`config.mk`:
```
export PLATFORM = sky130hd
export DESIGN_NAME = hst_ctrl
export DESIGN_NICKNAME = d
export VERILOG_FILES = /design/src/rtl/hst_pkg.sv /design/src/rtl/hst_ctrl.sv
export SDC_FILE = /design/constraint.sdc
export NUM_CORES = 1
export LEC_CHECK = 0
export ABC_CLOCK_PERIOD_IN_PS = 2250
export BUFFER_PORTS_ARGS = -buffer_cell sky130_fd_sc_hd__buf_4
export CAP_MARGIN = 20
export CORE_AREA = 2 2 39 41
export CTS_CLUSTER_DIAMETER = 60
export DETAILED_ROUTE_END_ITERATION = 12
export DIE_AREA = 0 0 41 43
export SKIP_LAST_GASP = 1
export SYNTH_ARGS = -nofsm -noshare
export SYNTH_HDL_FRONTEND = slang
export SYNTH_SLANG_ARGS = --single-unit
export TNS_END_PERCENT = 5
```
`constraint.sdc`:
```
create_clock -name clock -period 2.25 [get_ports clock]
set_clock_uncertainty 0.1 [all_clocks]
set_input_delay 0 -clock clock [delete_from_list [all_inputs] [get_ports clock]]
set_output_delay 0 -clock clock [all_outputs]
set_load 0.03 [all_outputs]
```
`src/rtl/hst_pkg.sv`:
```
// ----------------------------------------------------------------------------
// hst_pkg: shared definitions for the handle slot table
// Sizes, operation and status codes, and the command and status structs that
// join the controller to the datapath.
// ----------------------------------------------------------------------------
package hst_pkg;

   localparam int SLOTS    = 64;
   localparam int IDX_W    = (SLOTS > 1) ? $clog2(SLOTS) : 1;
   localparam int CNT_W    = $clog2(SLOTS + 1);
   localparam int LIVE_W   = 7;
   localparam int MODE_W   = 2;
   localparam int STATUS_W = 2;
   localparam int HANDLE_W = 32;
   localparam int WORD_W   = 32;
   localparam int POINT_W  = 3 * WORD_W;

   localparam logic [IDX_W-1:0]    LAST_IDX     = IDX_W'(SLOTS - 1);
   localparam logic [HANDLE_W-1:0] HANDLE_LIMIT = 32'hFFFF_FFFF;
   localparam logic [HANDLE_W-1:0] HANDLE_FIRST = 32'd1;

   localparam logic [MODE_W-1:0] MODE_ADD    = 2'd0;
   localparam logic [MODE_W-1:0] MODE_REMOVE = 2'd1;
   localparam logic [MODE_W-1:0] MODE_GET    = 2'd2;

   localparam logic [STATUS_W-1:0] ST_OK   = 2'd0;
   localparam logic [STATUS_W-1:0] ST_FULL = 2'd1;
   localparam logic [STATUS_W-1:0] ST_MISS = 2'd2;

   typedef struct packed {
      logic start;    // latch the accepted request and restart the scan
      logic scan;     // read the next slot and judge the previous one
      logic commit;   // apply the table update and read the point
      logic finish;   // load the response register
   } hst_cmd_type;

   typedef struct packed {
      logic done;     // scan found its slot or passed the last one
      logic out_free; // response register can take a new response
   } hst_stat_type;

endpackage

```
`src/rtl/hst_ctrl.sv`:
```
// ----------------------------------------------------------------------------
// hst_ctrl: request sequencer
// Steps each request through accept, slot scan, commit and response load.
// ----------------------------------------------------------------------------
module hst_ctrl (
   input  logic                 clock,
   input  logic                 reset,
   input  logic                 req_valid,
   output logic                 req_ready,
   input  hst_pkg::hst_stat_type stat,
   output hst_pkg::hst_cmd_type  cmd
);
   import hst_pkg::*;

   typedef enum logic [1:0] {
      S_IDLE,
      S_SCAN,
      S_COMMIT,
      S_FINISH
   } state_type;

   state_type state_ff;
   state_type state_in;

   always_comb begin
      state_in   = state_ff;
      cmd        = '0;
      req_ready  = 1'b0;
      case (state_ff)
         S_IDLE: begin
            req_ready = 1'b1;
            if (req_valid) begin
               cmd.start = 1'b1;
               state_in  = S_SCAN;
            end
         end
         S_SCAN: begin
            cmd.scan = 1'b1;
            if (stat.done) begin
               state_in = S_COMMIT;
            end
         end
         S_COMMIT: begin
            cmd.commit = 1'b1;
            state_in   = S_FINISH;
         end
         S_FINISH: begin
            if (stat.out_free) begin
               cmd.finish = 1'b1;
               state_in   = S_IDLE;
            end
         end
         default: begin
            state_in = S_IDLE;
         end
      endcase
   end

   always_ff @(posedge clock) begin
      if (reset) begin
         state_ff <= S_IDLE;
      end else begin
         state_ff <= state_in;
      end
   end

endmodule

```
==> metrics.sh, run 1 <==
OUTCOME='completed'
GPL.FINAL_WEIGHTED_CONGESTION=0.6306
GRT_ANTENNA_BEFORE_REPAIR=0
DRT-WIRELENGTH-PER-CELL_UM=7.612
TRITONCTS.NUM_BUFFERS=3
CTSHTREEMAXLEVEL=1
CTS-ROOT-BUF='sky130_fd_sc_hd__clkbuf_4'
FINAL.PERIOD_UTILIZATION_PCT=69.37
LARGEST-REGISTER='state_ff'
DETAILEDROUTE.FIRSTITERATIONVIOLATIONS=1
RSZ0062_AT_GRT='false'
HOLDPATHEND='state_ff[1]'
REG2REG_TO='state_ff[0]'
POST-ROUTE-UTIL_PCT=21.25
CLOCKBUFFERDEPTH=2
FINAL-MAX-SLEW-VIOLATION-COUNT=0
IO_PINS=10
VIAS=162
DRT.ANTENNA.VIOLATING_NETS=0
CLKSLEWWORSTSETUPHOLDPATHS_PS=30
BUFFER_PORTS.INSERTED=9
POST-CTS-SETUP-BUFFERS=0
RR_STARTPOINT='state_ff[1]'
AREAGROWTHSYNTHTOFINISH_PCT=69.06
SYNTH.YOSYS.SEQ_AREA_SHARE_PCT=23.02
NUMCLOCKSINKS=2
ROUTED_VIA_DENSITY=3.306
DIE_WIDTH_UM=41
SYNTH_TOP_AREA_SHARE_PCT=28.78
DIE-HEIGHT_UM=43
LARGEST_REGISTER_FFS=2
MAX_RAIL_DROP_VDD_V=0.0003070
CRIT_FAMILY='simple AND/OR/NAND/NOR gates'
GRT_FIRST_PASS_WIRELENGTH_UM=607
DRC=0
STARTING_DENSITY_OF_THE_CORE_PCT=12.57
N_ANTENNA_CELL=0
DP.CELLS=45
CORE_ROWS=14
FILLERINSTANCES=164
HP-CLASS='input pin to register'
CP.ARRIVAL_PS=1570
LAYOUT-DRIVE-GT1-SHARE_PCT=39.39
FIN_CRIT_PS=1561
CRIT_SLOWEST_CELL='sky130_fd_sc_hd__or4_1'
TIMING.CRITICAL_PATH.TO_TYPE='register'
WORST_SETUP_PATH_START_KIND='register'
SYNTH.YOSYS.WARNINGS=0
WORST-ENDPOINT-REQUIRED_PS=2260
YOSYS_REGISTER_BITS=2
REG2REG_SETUP_SLACK_PS=690
POWER_DENSITY_mW_PER_MM2=1381
FIN_CELLS=49
ROUTE.FINAL.WIRE_LENGTH_UM=373
FIRST_PASS_ITERS=2
FF_LATCH_AREA_UM2=40.04
MAXIMUM_FANOUT_COUNT_ALONG_THE_CRITICAL_PATH=4
HOLD_VIOLATIONS=0
PRECTSSETUPSLACK_PS=680.8
LEAKAGE_nW=0.1564
MAX_CAP_VIOL=0
CELL_AREA_AFTER_SYNTHESIS_UM2=173.9
CRITICAL_PATH.CELL_CHAIN='inv_1, ha_1, or4_1, o211a_1'
GLOBALROUTEOVERFLOWTOTAL=0
FF2FF_PATH_DEPTH=4
MULTI_INPUT_AREA_UM2=122.6
SLOWEST_DELAY_PS=530
CLK_LATENCY_PS=230
NET_COUNT_OF_THE_FINISHED_LAYOUT=44
GR-USAGE-ALL-LAYERS_PCT=5.706
SYNTH_NETS=29
POSTSYNTHCELLCOUNT=20
SYNTH.DISTINCT_CELLS=11
LAYOUT.CELLS.MOST_COMMON_LIST='sky130_fd_sc_hd__buf_4 (9), sky130_fd_sc_hd__ha_1 (4), sky130_fd_sc_hd__inv_1 (3), sky130_fd_sc_hd__nor2b_1 (3), sky130_fd_sc_hd__clkbuf_4 (3)'
FINAL_CRITICAL_PATH_SETUP_SLACK_PS=689.1
DP.FINAL_HPWL_UM=295
POST-SYNTH-TOP-AREA-CELL='sky130_fd_sc_hd__ha_1'
ACHIEVABLE-FREQUENCY_MHz=640.7
VIA_COUNT_OF_THE_FIRST_GLOBAL_ROUTING_PASS=154
CTS_TREE='done'
WORSTHOLDPATHCELLS=4
TIMING.SETUP.CRITICAL_PATH_CLASS='register to register'
SETUP-VIOLATIONS-FINAL=0
TOTALNEGATIVESETUPSLACK_PS=0
LARGESTREGISTERS='state_ff: 2 flops'
WORSTPATHBUFFERINVERTERCOUNT=1
YS_TOP_CELLS_BY_AREA='sky130_fd_sc_hd__ha_1 (29%), sky130_fd_sc_hd__dfxtp_1 (23%), sky130_fd_sc_hd__nor2b_1 (11%), sky130_fd_sc_hd__inv_1 (6.5%), sky130_fd_sc_hd__mux2i_1 (5.8%)'
DESIGN.DIE.AREA_MM2=0.001763
GRT_MAX_DEGREE=5
TIMING.MAX_SLEW.REL_SLACK_PCT=79.67
FINAL_COMMON_CELL='sky130_fd_sc_hd__buf_4'
TIGHTESTPINTRANSITION_PS=302.7
CORE_AREA_MM2=0.001384
SYNTHESIS.AREA_PER_INSTANCE_UM2=8.696
WORST_HOLD_STARTPOINT='req_valid'
-- synth_stat cells --
cell type	count
sky130_fd_sc_hd__mux2i_1	1
sky130_fd_sc_hd__nor2b_1	3
sky130_fd_sc_hd__or4_1	1
sky130_fd_sc_hd__inv_1	3
sky130_fd_sc_hd__and2_2	1
sky130_fd_sc_hd__nand2_1	2
sky130_fd_sc_hd__and2_1	1
sky130_fd_sc_hd__nor3_1	1
sky130_fd_sc_hd__dfxtp_1	2
sky130_fd_sc_hd__ha_1	4
sky130_fd_sc_hd__o211a_1	1
-- timing repair --
action                                 CTS  global route
setup endpoints to repair                0             0
hold buffers                             1             0
endpoints found under the hold margin    2             0
gates resized for setup                  0             0
-- worst register-to-register path, stage by stage, from the launching register on --
cell,delay (ps)
sky130_fd_sc_hd__dfxtp_1,380
sky130_fd_sc_hd__inv_1,80
sky130_fd_sc_hd__ha_1,210
sky130_fd_sc_hd__or4_1,530
sky130_fd_sc_hd__o211a_1,140
-- logic make-up (layout without fill, tap and decap cells) --
logic type	count (synthesis)	after routing	synth area share, %
and+or+nand+nor	9	9	30.22
adders and majority gates	4	4	28.78
buffers and inverters	3	16	6.474
DFF	2	2	23.02
AOI/OAI and AO/OA	1	1	5.756
muxes	1	1	5.756
-- per-layer routing --
metal / vias up / GRT usage (%) / wire length (µm)
li1: 93 / - / -
met1: 62 / 5.732 / 157
met2: 7 / 6.563 / 169
met3: 0 / 4.712 / 46
met4: 0 / 6.000 / 0
met5: - / 0 / 0
-- power breakdown --
part | internal [mW] | switching, mW | leakage, nW
Clock | 0.0590 | 0.0225 | 0.0138
Sequential | 0.0527 | 0.0180 | 0.0165
Combinational | 0.109 | 0.145 | 0.126
Total | 0.221 | 0.185 | 0.156
-- worst max-delay path by stage --
stage	endpoint	depth (start not counted)	slack [ps]	start
floorplan	state_ff[0]	4	630	state_ff[0]
global placement	state_ff[0]	4	730	state_ff[0]
detailed placement	state_ff[0]	4	680	state_ff[0]
CTS	state_ff[0]	4	670	state_ff[0]
global route	state_ff[0]	5	590	state_ff[1]
finish	state_ff[0]	4	690	state_ff[1]
-- layout make-up --
| cell class | count | area share (%) |
|---|---|---|
| multi-input cells | 15 | 41.70 |
| clock buffers | 3 | 7.660 |
| flip-flops and latches | 2 | 13.62 |
| repair buffers | 10 | 26.38 |
| well taps | 16 | 6.809 |
| inverters | 3 | 3.830 |
-- per-stage QoR --
stage / total power [mW] / hold WS (ps) / instance area (µm²)
floorplan: 0.2540 / 80.44 / 173.9
global placement: 0.3248 / 195.9 / 261.5
detailed placement: 0.3282 / 194.6 / 261.5
CTS: 0.4186 / 111.1 / 294.0
global route: 0.4486 / 156.7 / 294.0
finish: 0.4060 / 119.4 / 294.0
Power figures use the tool's default switching activity.
==> run 2: changes to the inputs <==
--- a/config.mk
+++ b/config.mk
@@ -5,7 +5,7 @@
 export SDC_FILE = /design/constraint.sdc
 export NUM_CORES = 1
 export LEC_CHECK = 0
-export ABC_CLOCK_PERIOD_IN_PS = 2250
+export ABC_CLOCK_PERIOD_IN_PS = 1520
 export BUFFER_PORTS_ARGS = -buffer_cell sky130_fd_sc_hd__buf_4
 export CAP_MARGIN = 20
 export CORE_AREA = 2 2 39 41
==> constraint.sdc (replaced) <==
create_clock -name clock -period 1.52 [get_ports clock]
set_clock_uncertainty 0.1 [all_clocks]
set_input_delay 0 -clock clock [delete_from_list [all_inputs] [get_ports clock]]
set_output_delay 0 -clock clock [all_outputs]
set_load 0.03 [all_outputs]
==> run 2 against run 1 <==
First-iteration DRC count grew to 5.0 times the previous value. Wire length up 1.9%. Flip-flop and latch count did not move. Maximum frequency up 5.1%. Clock-buffer cell count unchanged. Global-route usage fell by 0.10 points. Sequential power rose by 97%. Critical endpoint unchanged. Via count rose by 9.9%. Critical path depth did not move. Cell count up 2.0%. Final area up 25%.
==> metrics.sh, run 2 (synthesis gave the netlist of run 1 again) <==
FIRST_PASS_ITERS=2
DRT-WIRELENGTH-PER-CELL_UM=7.600
MAX_CAP_VIOL=0
DP.FINAL_HPWL_UM=291
TOTAL_SWITCHING_POWER_mW=0.3205
DETAILEDROUTE.FIRSTITERATIONVIOLATIONS=5
FF2FF_PATH_DEPTH=4
CORE_AREA_MM2=0.001384
LARGEST_REGISTER_FFS=2
SETUP-VIOLATIONS-FINAL=0
SWITCHING_SHARE_PCT=44.85
LEAKAGE_nW=0.1630
TIGHTESTPINTRANSITION_PS=291.4
HOLD_VIOLATIONS=0
CTSHTREEMAXLEVEL=1
REG2REG_TO='state_ff[0]'
TRITONCTS.NUM_BUFFERS=3
MAX_RAIL_DROP_VDD_V=0.0005776
CTS_TREE='done'
GRT_ANTENNA_BEFORE_REPAIR=0
GRT_MAX_DEGREE=5
CLKSLEWWORSTSETUPHOLDPATHS_PS=30
BUFFER_PORTS.INSERTED=9
VIAS=178
DP.CELLS=45
FILLERINSTANCES=151
CP.ARRIVAL_PS=1490
POWER.CLOCK.FRACTION_PCT=16.0
CLK_LATENCY_PS=220
GR-USAGE-ALL-LAYERS_PCT=5.606
TIMING.CRITICAL_PATH.TO_TYPE='register'
OUTCOME='completed'
REG2REG_SETUP_SLACK_PS=40
ACHIEVABLE-FREQUENCY_MHz=673.7
LAYOUT-DRIVE-GT1-SHARE_PCT=67.65
FINAL_COMMON_CELL='sky130_fd_sc_hd__buf_4'
AREAGROWTHSYNTHTOFINISH_PCT=110.8
LAYOUT.CELLS.MOST_COMMON_LIST='sky130_fd_sc_hd__buf_4 (10), sky130_fd_sc_hd__ha_4 (4), sky130_fd_sc_hd__clkbuf_4 (3)'
ROUTE.FINAL.WIRE_LENGTH_UM=380
WORST_SETUP_PATH_START_KIND='register'
FIN_CRIT_PS=1484
CLOCKBUFFERDEPTH=2
POWER.INTERNAL_mW=0.3942
LARGESTREGISTERS='state_ff: 2 flops'
DRT.ANTENNA.VIOLATING_NETS=0
DIE-HEIGHT_UM=43
VIA_COUNT_OF_THE_FIRST_GLOBAL_ROUTING_PASS=165
SEQ_POWER_SHARE_PCT=19.5
GRT_FIRST_PASS_WIRELENGTH_UM=572
FIN_CELLS=50
WORSTHOLDPATHCELLS=4
DESIGN.DIE.AREA_MM2=0.001763
FINAL-MAX-SLEW-VIOLATION-COUNT=0
TIMING.MAX_SLEW.REL_SLACK_PCT=80.42
LARGEST-REGISTER='state_ff'
N_ANTENNA_CELL=0
GPL.FINAL_WEIGHTED_CONGESTION=0.6351
CORE_ROWS=14
GLOBALROUTEOVERFLOWTOTAL=0
RSZ0062_AT_GRT='true'
NET_COUNT_OF_THE_FINISHED_LAYOUT=45
STARTING_DENSITY_OF_THE_CORE_PCT=12.57
NUMCLOCKSINKS=2
ROUTED_VIA_DENSITY=3.560
RR_STARTPOINT='state_ff[0]'
TIMING.SETUP.CRITICAL_PATH_CLASS='register to register'
DRC=0
TOTALNEGATIVESETUPSLACK_PS=0
WORST-ENDPOINT-REQUIRED_PS=1530
HOLDPATHEND='state_ff[1]'
HP-CLASS='input pin to register'
HOLD-WORST-SLACK_PS=138.7
MAXIMUM_FANOUT_COUNT_ALONG_THE_CRITICAL_PATH=4
WORST_HOLD_STARTPOINT='req_valid'
POST-ROUTE-UTIL_PCT=26.49
DIE_WIDTH_UM=41
POWER_DENSITY_mW_PER_MM2=1950
FINAL.PERIOD_UTILIZATION_PCT=97.66
COMBPWRFRAC_PCT=64.6
CTS-ROOT-BUF='sky130_fd_sc_hd__clkbuf_4'
IO_PINS=10
-- run 2: layer usage --
| metal | track usage [%] | vias up | wire, µm |
|---|---|---|---|
| met2 | 5.938 | 10 | 151 |
| li1 | - | 92 | - |
| met5 | 0 | - | 0 |
| met4 | 8.000 | 0 | 0 |
| met1 | 5.096 | 76 | 168 |
| met3 | 4.712 | 0 | 60 |
-- run 2: cell type report --
class	instances	area, µm²	area share (%)
Inverter	3	11.26	3.072
Multi-Input combinational cell	15	180.2	49.15
Sequential cell	2	47.55	12.97
Tap cell	16	20.02	5.461
Clock buffer	3	22.52	6.143
Timing Repair Buffer	11	85.08	23.21
-- run 2: repair_timing --
item                                    CTS  global route
endpoints found under the setup margin    0             1
buffers inserted                          0             1
endpoints found under the hold margin     2             0
gates resized for setup                   0             6
hold buffers                              1             0
-- run 2: power by group through the flow --
stage	sequential, mW	clock, mW	combinational (mW)
after global routing	0.143	0.132	0.510
after global placement	0.126	0	0.433
after CTS	0.125	0.125	0.437
final	0.139	0.114	0.461
after floorplan	0.119	0	0.361
after detailed placement	0.125	0	0.433
-- run 2: how the worst max path moves through the flow --
stage	slack [ps]	endpoint	cells past startpoint	start
global placement	40	state_ff[0]	4	state_ff[0]
detailed placement	30	state_ff[0]	4	state_ff[0]
CTS	20	state_ff[0]	4	state_ff[0]
finish	40	state_ff[0]	4	state_ff[0]
floorplan	40	state_ff[0]	4	state_ff[0]
global route	3	state_ff[0]	4	state_ff[0]
-- run 2: critical path, cell delays in order (launching register included) --
cell and delay [ps]:
sky130_fd_sc_hd__dfxtp_4 360, sky130_fd_sc_hd__ha_4 160, sky130_fd_sc_hd__nor2b_4 120, sky130_fd_sc_hd__or4_1 500
sky130_fd_sc_hd__o211a_1 140
-- run 2: through the flow --
stage / setup slack, ps / area [µm²] / power [mW]
6_report: 35.57 / 366.6 / 0.7147
5_1_grt: 2.613 / 366.6 / 0.7852
4_1_cts: 17.48 / 334.1 / 0.6858
3_5_place_dp: 26.53 / 301.5 / 0.5587
3_3_place_gp: 38.59 / 301.5 / 0.5590
2_1_floorplan: 41.00 / 214.0 / 0.4799
==> run 3: changes to the inputs <==
--- a/config.mk
+++ b/config.mk
@@ -12,6 +12,7 @@
 export CTS_CLUSTER_DIAMETER = 60
 export DETAILED_ROUTE_END_ITERATION = 12
 export DIE_AREA = 0 0 41 43
+export RECOVER_POWER = 25
 export SKIP_LAST_GASP = 1
 export SYNTH_ARGS = -nofsm -noshare
 export SYNTH_HDL_FRONTEND = slang
==> constraint.sdc (replaced) <==
create_clock -name clock -period 1.52 [get_ports clock]
set_clock_uncertainty 0.1 [all_clocks]
set_input_delay 0 -clock clock [delete_from_list [all_inputs] [get_ports clock]]
set_output_delay 0 -clock clock [all_outputs]
set_load 0.02 [all_outputs]
==> run 3 against run 2 <==
First-iteration DRC count is 100% lower. Global-route usage is 0.30 points higher. Cell count is 2.0% lower. Worst hold slack better by 4.6 ps. Via count is 8.4% lower. Clock power is 5% higher. Non-clock buffer count is 1 lower. Largest cell class unchanged. Die area stayed put. Setup slack better by 1.1 ps.
==> metrics.sh, run 3 (synthesis gave the netlist of run 1 again) <==
FINAL_COMMON_CELL='sky130_fd_sc_hd__buf_4'
VIA_COUNT_OF_THE_FIRST_GLOBAL_ROUTING_PASS=161
GRT_FIRST_PASS_WIRELENGTH_UM=593
WORST-ENDPOINT-REQUIRED_PS=1530
COMBPWRFRAC_PCT=61.7
ROUTED_VIA_DENSITY=3.327
POWER_DENSITY_mW_PER_MM2=1926
TIMING.MAX_SLEW.REL_SLACK_PCT=78.33
GR-USAGE-ALL-LAYERS_PCT=5.906
LARGESTREGISTERS='state_ff: 2 flops'
REG2REG_SETUP_SLACK_PS=40
BUFFER_PORTS.INSERTED=9
GPL.FINAL_WEIGHTED_CONGESTION=0.5341
PRECTSSETUPSLACK_PS=-3.640
FINAL-MAX-SLEW-VIOLATION-COUNT=0
CLOCKBUFFERDEPTH=2
LAYOUT.CELLS.MOST_COMMON_LIST='sky130_fd_sc_hd__buf_4 (9), sky130_fd_sc_hd__ha_2 (4), sky130_fd_sc_hd__inv_1 (3), sky130_fd_sc_hd__clkbuf_4 (3)'
N_ANTENNA_CELL=0
OUTCOME='completed'
TRITONCTS.NUM_BUFFERS=3
FINAL.PERIOD_UTILIZATION_PCT=97.59
CTSHTREEMAXLEVEL=1
SETUP-VIOLATIONS-FINAL=0
HP-CLASS='input pin to register'
TIMING.CRITICAL_PATH.TO_TYPE='register'
TOTALNEGATIVESETUPSLACK_PS=0
IO_PINS=10
WORST_SETUP_PATH_START_KIND='register'
ROUTE.FINAL.WIRE_LENGTH_UM=374
CORE_AREA_MM2=0.001384
DETAILEDROUTE.FIRSTITERATIONVIOLATIONS=0
MAX_CAP_VIOL=0
NUMCLOCKSINKS=2
AREAGROWTHSYNTHTOFINISH_PCT=79.86
LARGEST-REGISTER='state_ff'
GLOBALROUTEOVERFLOWTOTAL=0
LAYOUT-DRIVE-GT1-SHARE_PCT=63.64
CTS-ROOT-BUF='sky130_fd_sc_hd__clkbuf_4'
POWER.INTERNAL_mW=0.3607
CTS_TREE='done'
MAXIMUM_FANOUT_COUNT_ALONG_THE_CRITICAL_PATH=4
DESIGN.DIE.AREA_MM2=0.001763
STARTING_DENSITY_OF_THE_CORE_PCT=12.57
WORST_HOLD_STARTPOINT='req_valid'
DRC=0
HOLD_VIOLATIONS=0
FINAL_CRITICAL_PATH_SETUP_SLACK_PS=36.62
CORE_ROWS=14
DP.FINAL_HPWL_UM=289.8
LARGEST_REGISTER_FFS=2
CRIT_PATH_START='state_ff[1]'
POWER.CLOCK.FRACTION_PCT=19.9
RSZ0062_AT_GRT='true'
FINALINSTANCEAREA_UM2=312.8
SEQ_POWER_SHARE_PCT=18.4
DIE_WIDTH_UM=41
DPL_CELL_AREA_UM2=269.0
RR_STARTPOINT='state_ff[1]'
GRT_MAX_DEGREE=5
FIRST_PASS_ITERS=1
CLK_LATENCY_PS=230
TIMING.SETUP.CRITICAL_PATH_CLASS='register to register'
LEAKAGE_nW=0.1515
CLKSLEWWORSTSETUPHOLDPATHS_PS=30
DRT-WIRELENGTH-PER-CELL_UM=7.633
HOLD-WORST-SLACK_PS=143.3
VIAS=163
TIGHTESTPINTRANSITION_PS=322.5
DRT.ANTENNA.VIOLATING_NETS=0
MAX_RAIL_DROP_VDD_V=0.0008310
DIE-HEIGHT_UM=43
GRT_ANTENNA_BEFORE_REPAIR=0
FIN_CRIT_PS=1483
SWITCHING_SHARE_PCT=40.12
CP.ARRIVAL_PS=1500
NET_COUNT_OF_THE_FINISHED_LAYOUT=44
ACHIEVABLE-FREQUENCY_MHz=674.1
TOTAL_SWITCHING_POWER_mW=0.2417
## run 3: final timing paths
path,to,cells past startpoint
setup / recovery,state_ff[0],4
hold / removal,state_ff[1],4
setup reg to reg,state_ff[0],4
hold reg to reg,state_ff[1],2
## run 3: power by group through the flow
stage | combinational, mW | clock, mW | sequential [mW]
6_report | 0.372 | 0.120 | 0.111
5_1_grt | 0.414 | 0.140 | 0.114
4_1_cts | 0.350 | 0.127 | 0.109
3_5_place_dp | 0.347 | 0 | 0.104
3_3_place_gp | 0.346 | 0 | 0.104
2_1_floorplan | 0.246 | 0 | 0.0992
## run 3: what timing repair did
action                     in CTS  in global routing
setup endpoints to repair       1                  2
hold buffers                    1                  0
pin swaps                       0                  1
resized for setup               2                  3
buffers inserted                0                  0
hold endpoints to repair        2                  0
## run 3: cell type report
type	instances	area, µm²
Fill cell	156	1071
Multi-Input combinational cell	15	138.9
Timing Repair Buffer	10	77.57
Sequential cell	2	42.54
Clock buffer	3	22.52
Tap cell	16	20.02
Inverter	3	11.26
## run 3: critical path: stages, from the launching register on
cell and delay, ps:
sky130_fd_sc_hd__dfxtp_2 340, sky130_fd_sc_hd__inv_1 60, sky130_fd_sc_hd__ha_2 200, sky130_fd_sc_hd__or4_4 530, sky130_fd_sc_hd__o211a_1 140
## run 3: layer usage
layer	part of all wire (%)	GRT usage [%]	routed length [µm]	vias to the layer above
met5	0	0	0	-
met4	0	8.000	0	0
met3	9.6	4.712	36	0
met2	46	6.563	172	6
met1	44	5.414	166	66
li1	-	-	-	91
## run 3: stage by stage
step,util (%),instances,power (mW)
2_1_floorplan,-,20,0.3448
3_3_place_gp,19.44,45,0.4499
3_5_place_dp,19.44,45,0.4515
4_1_cts,21.97,49,0.5865
5_1_grt,22.60,49,0.6684
6_report,22.60,49,0.6024
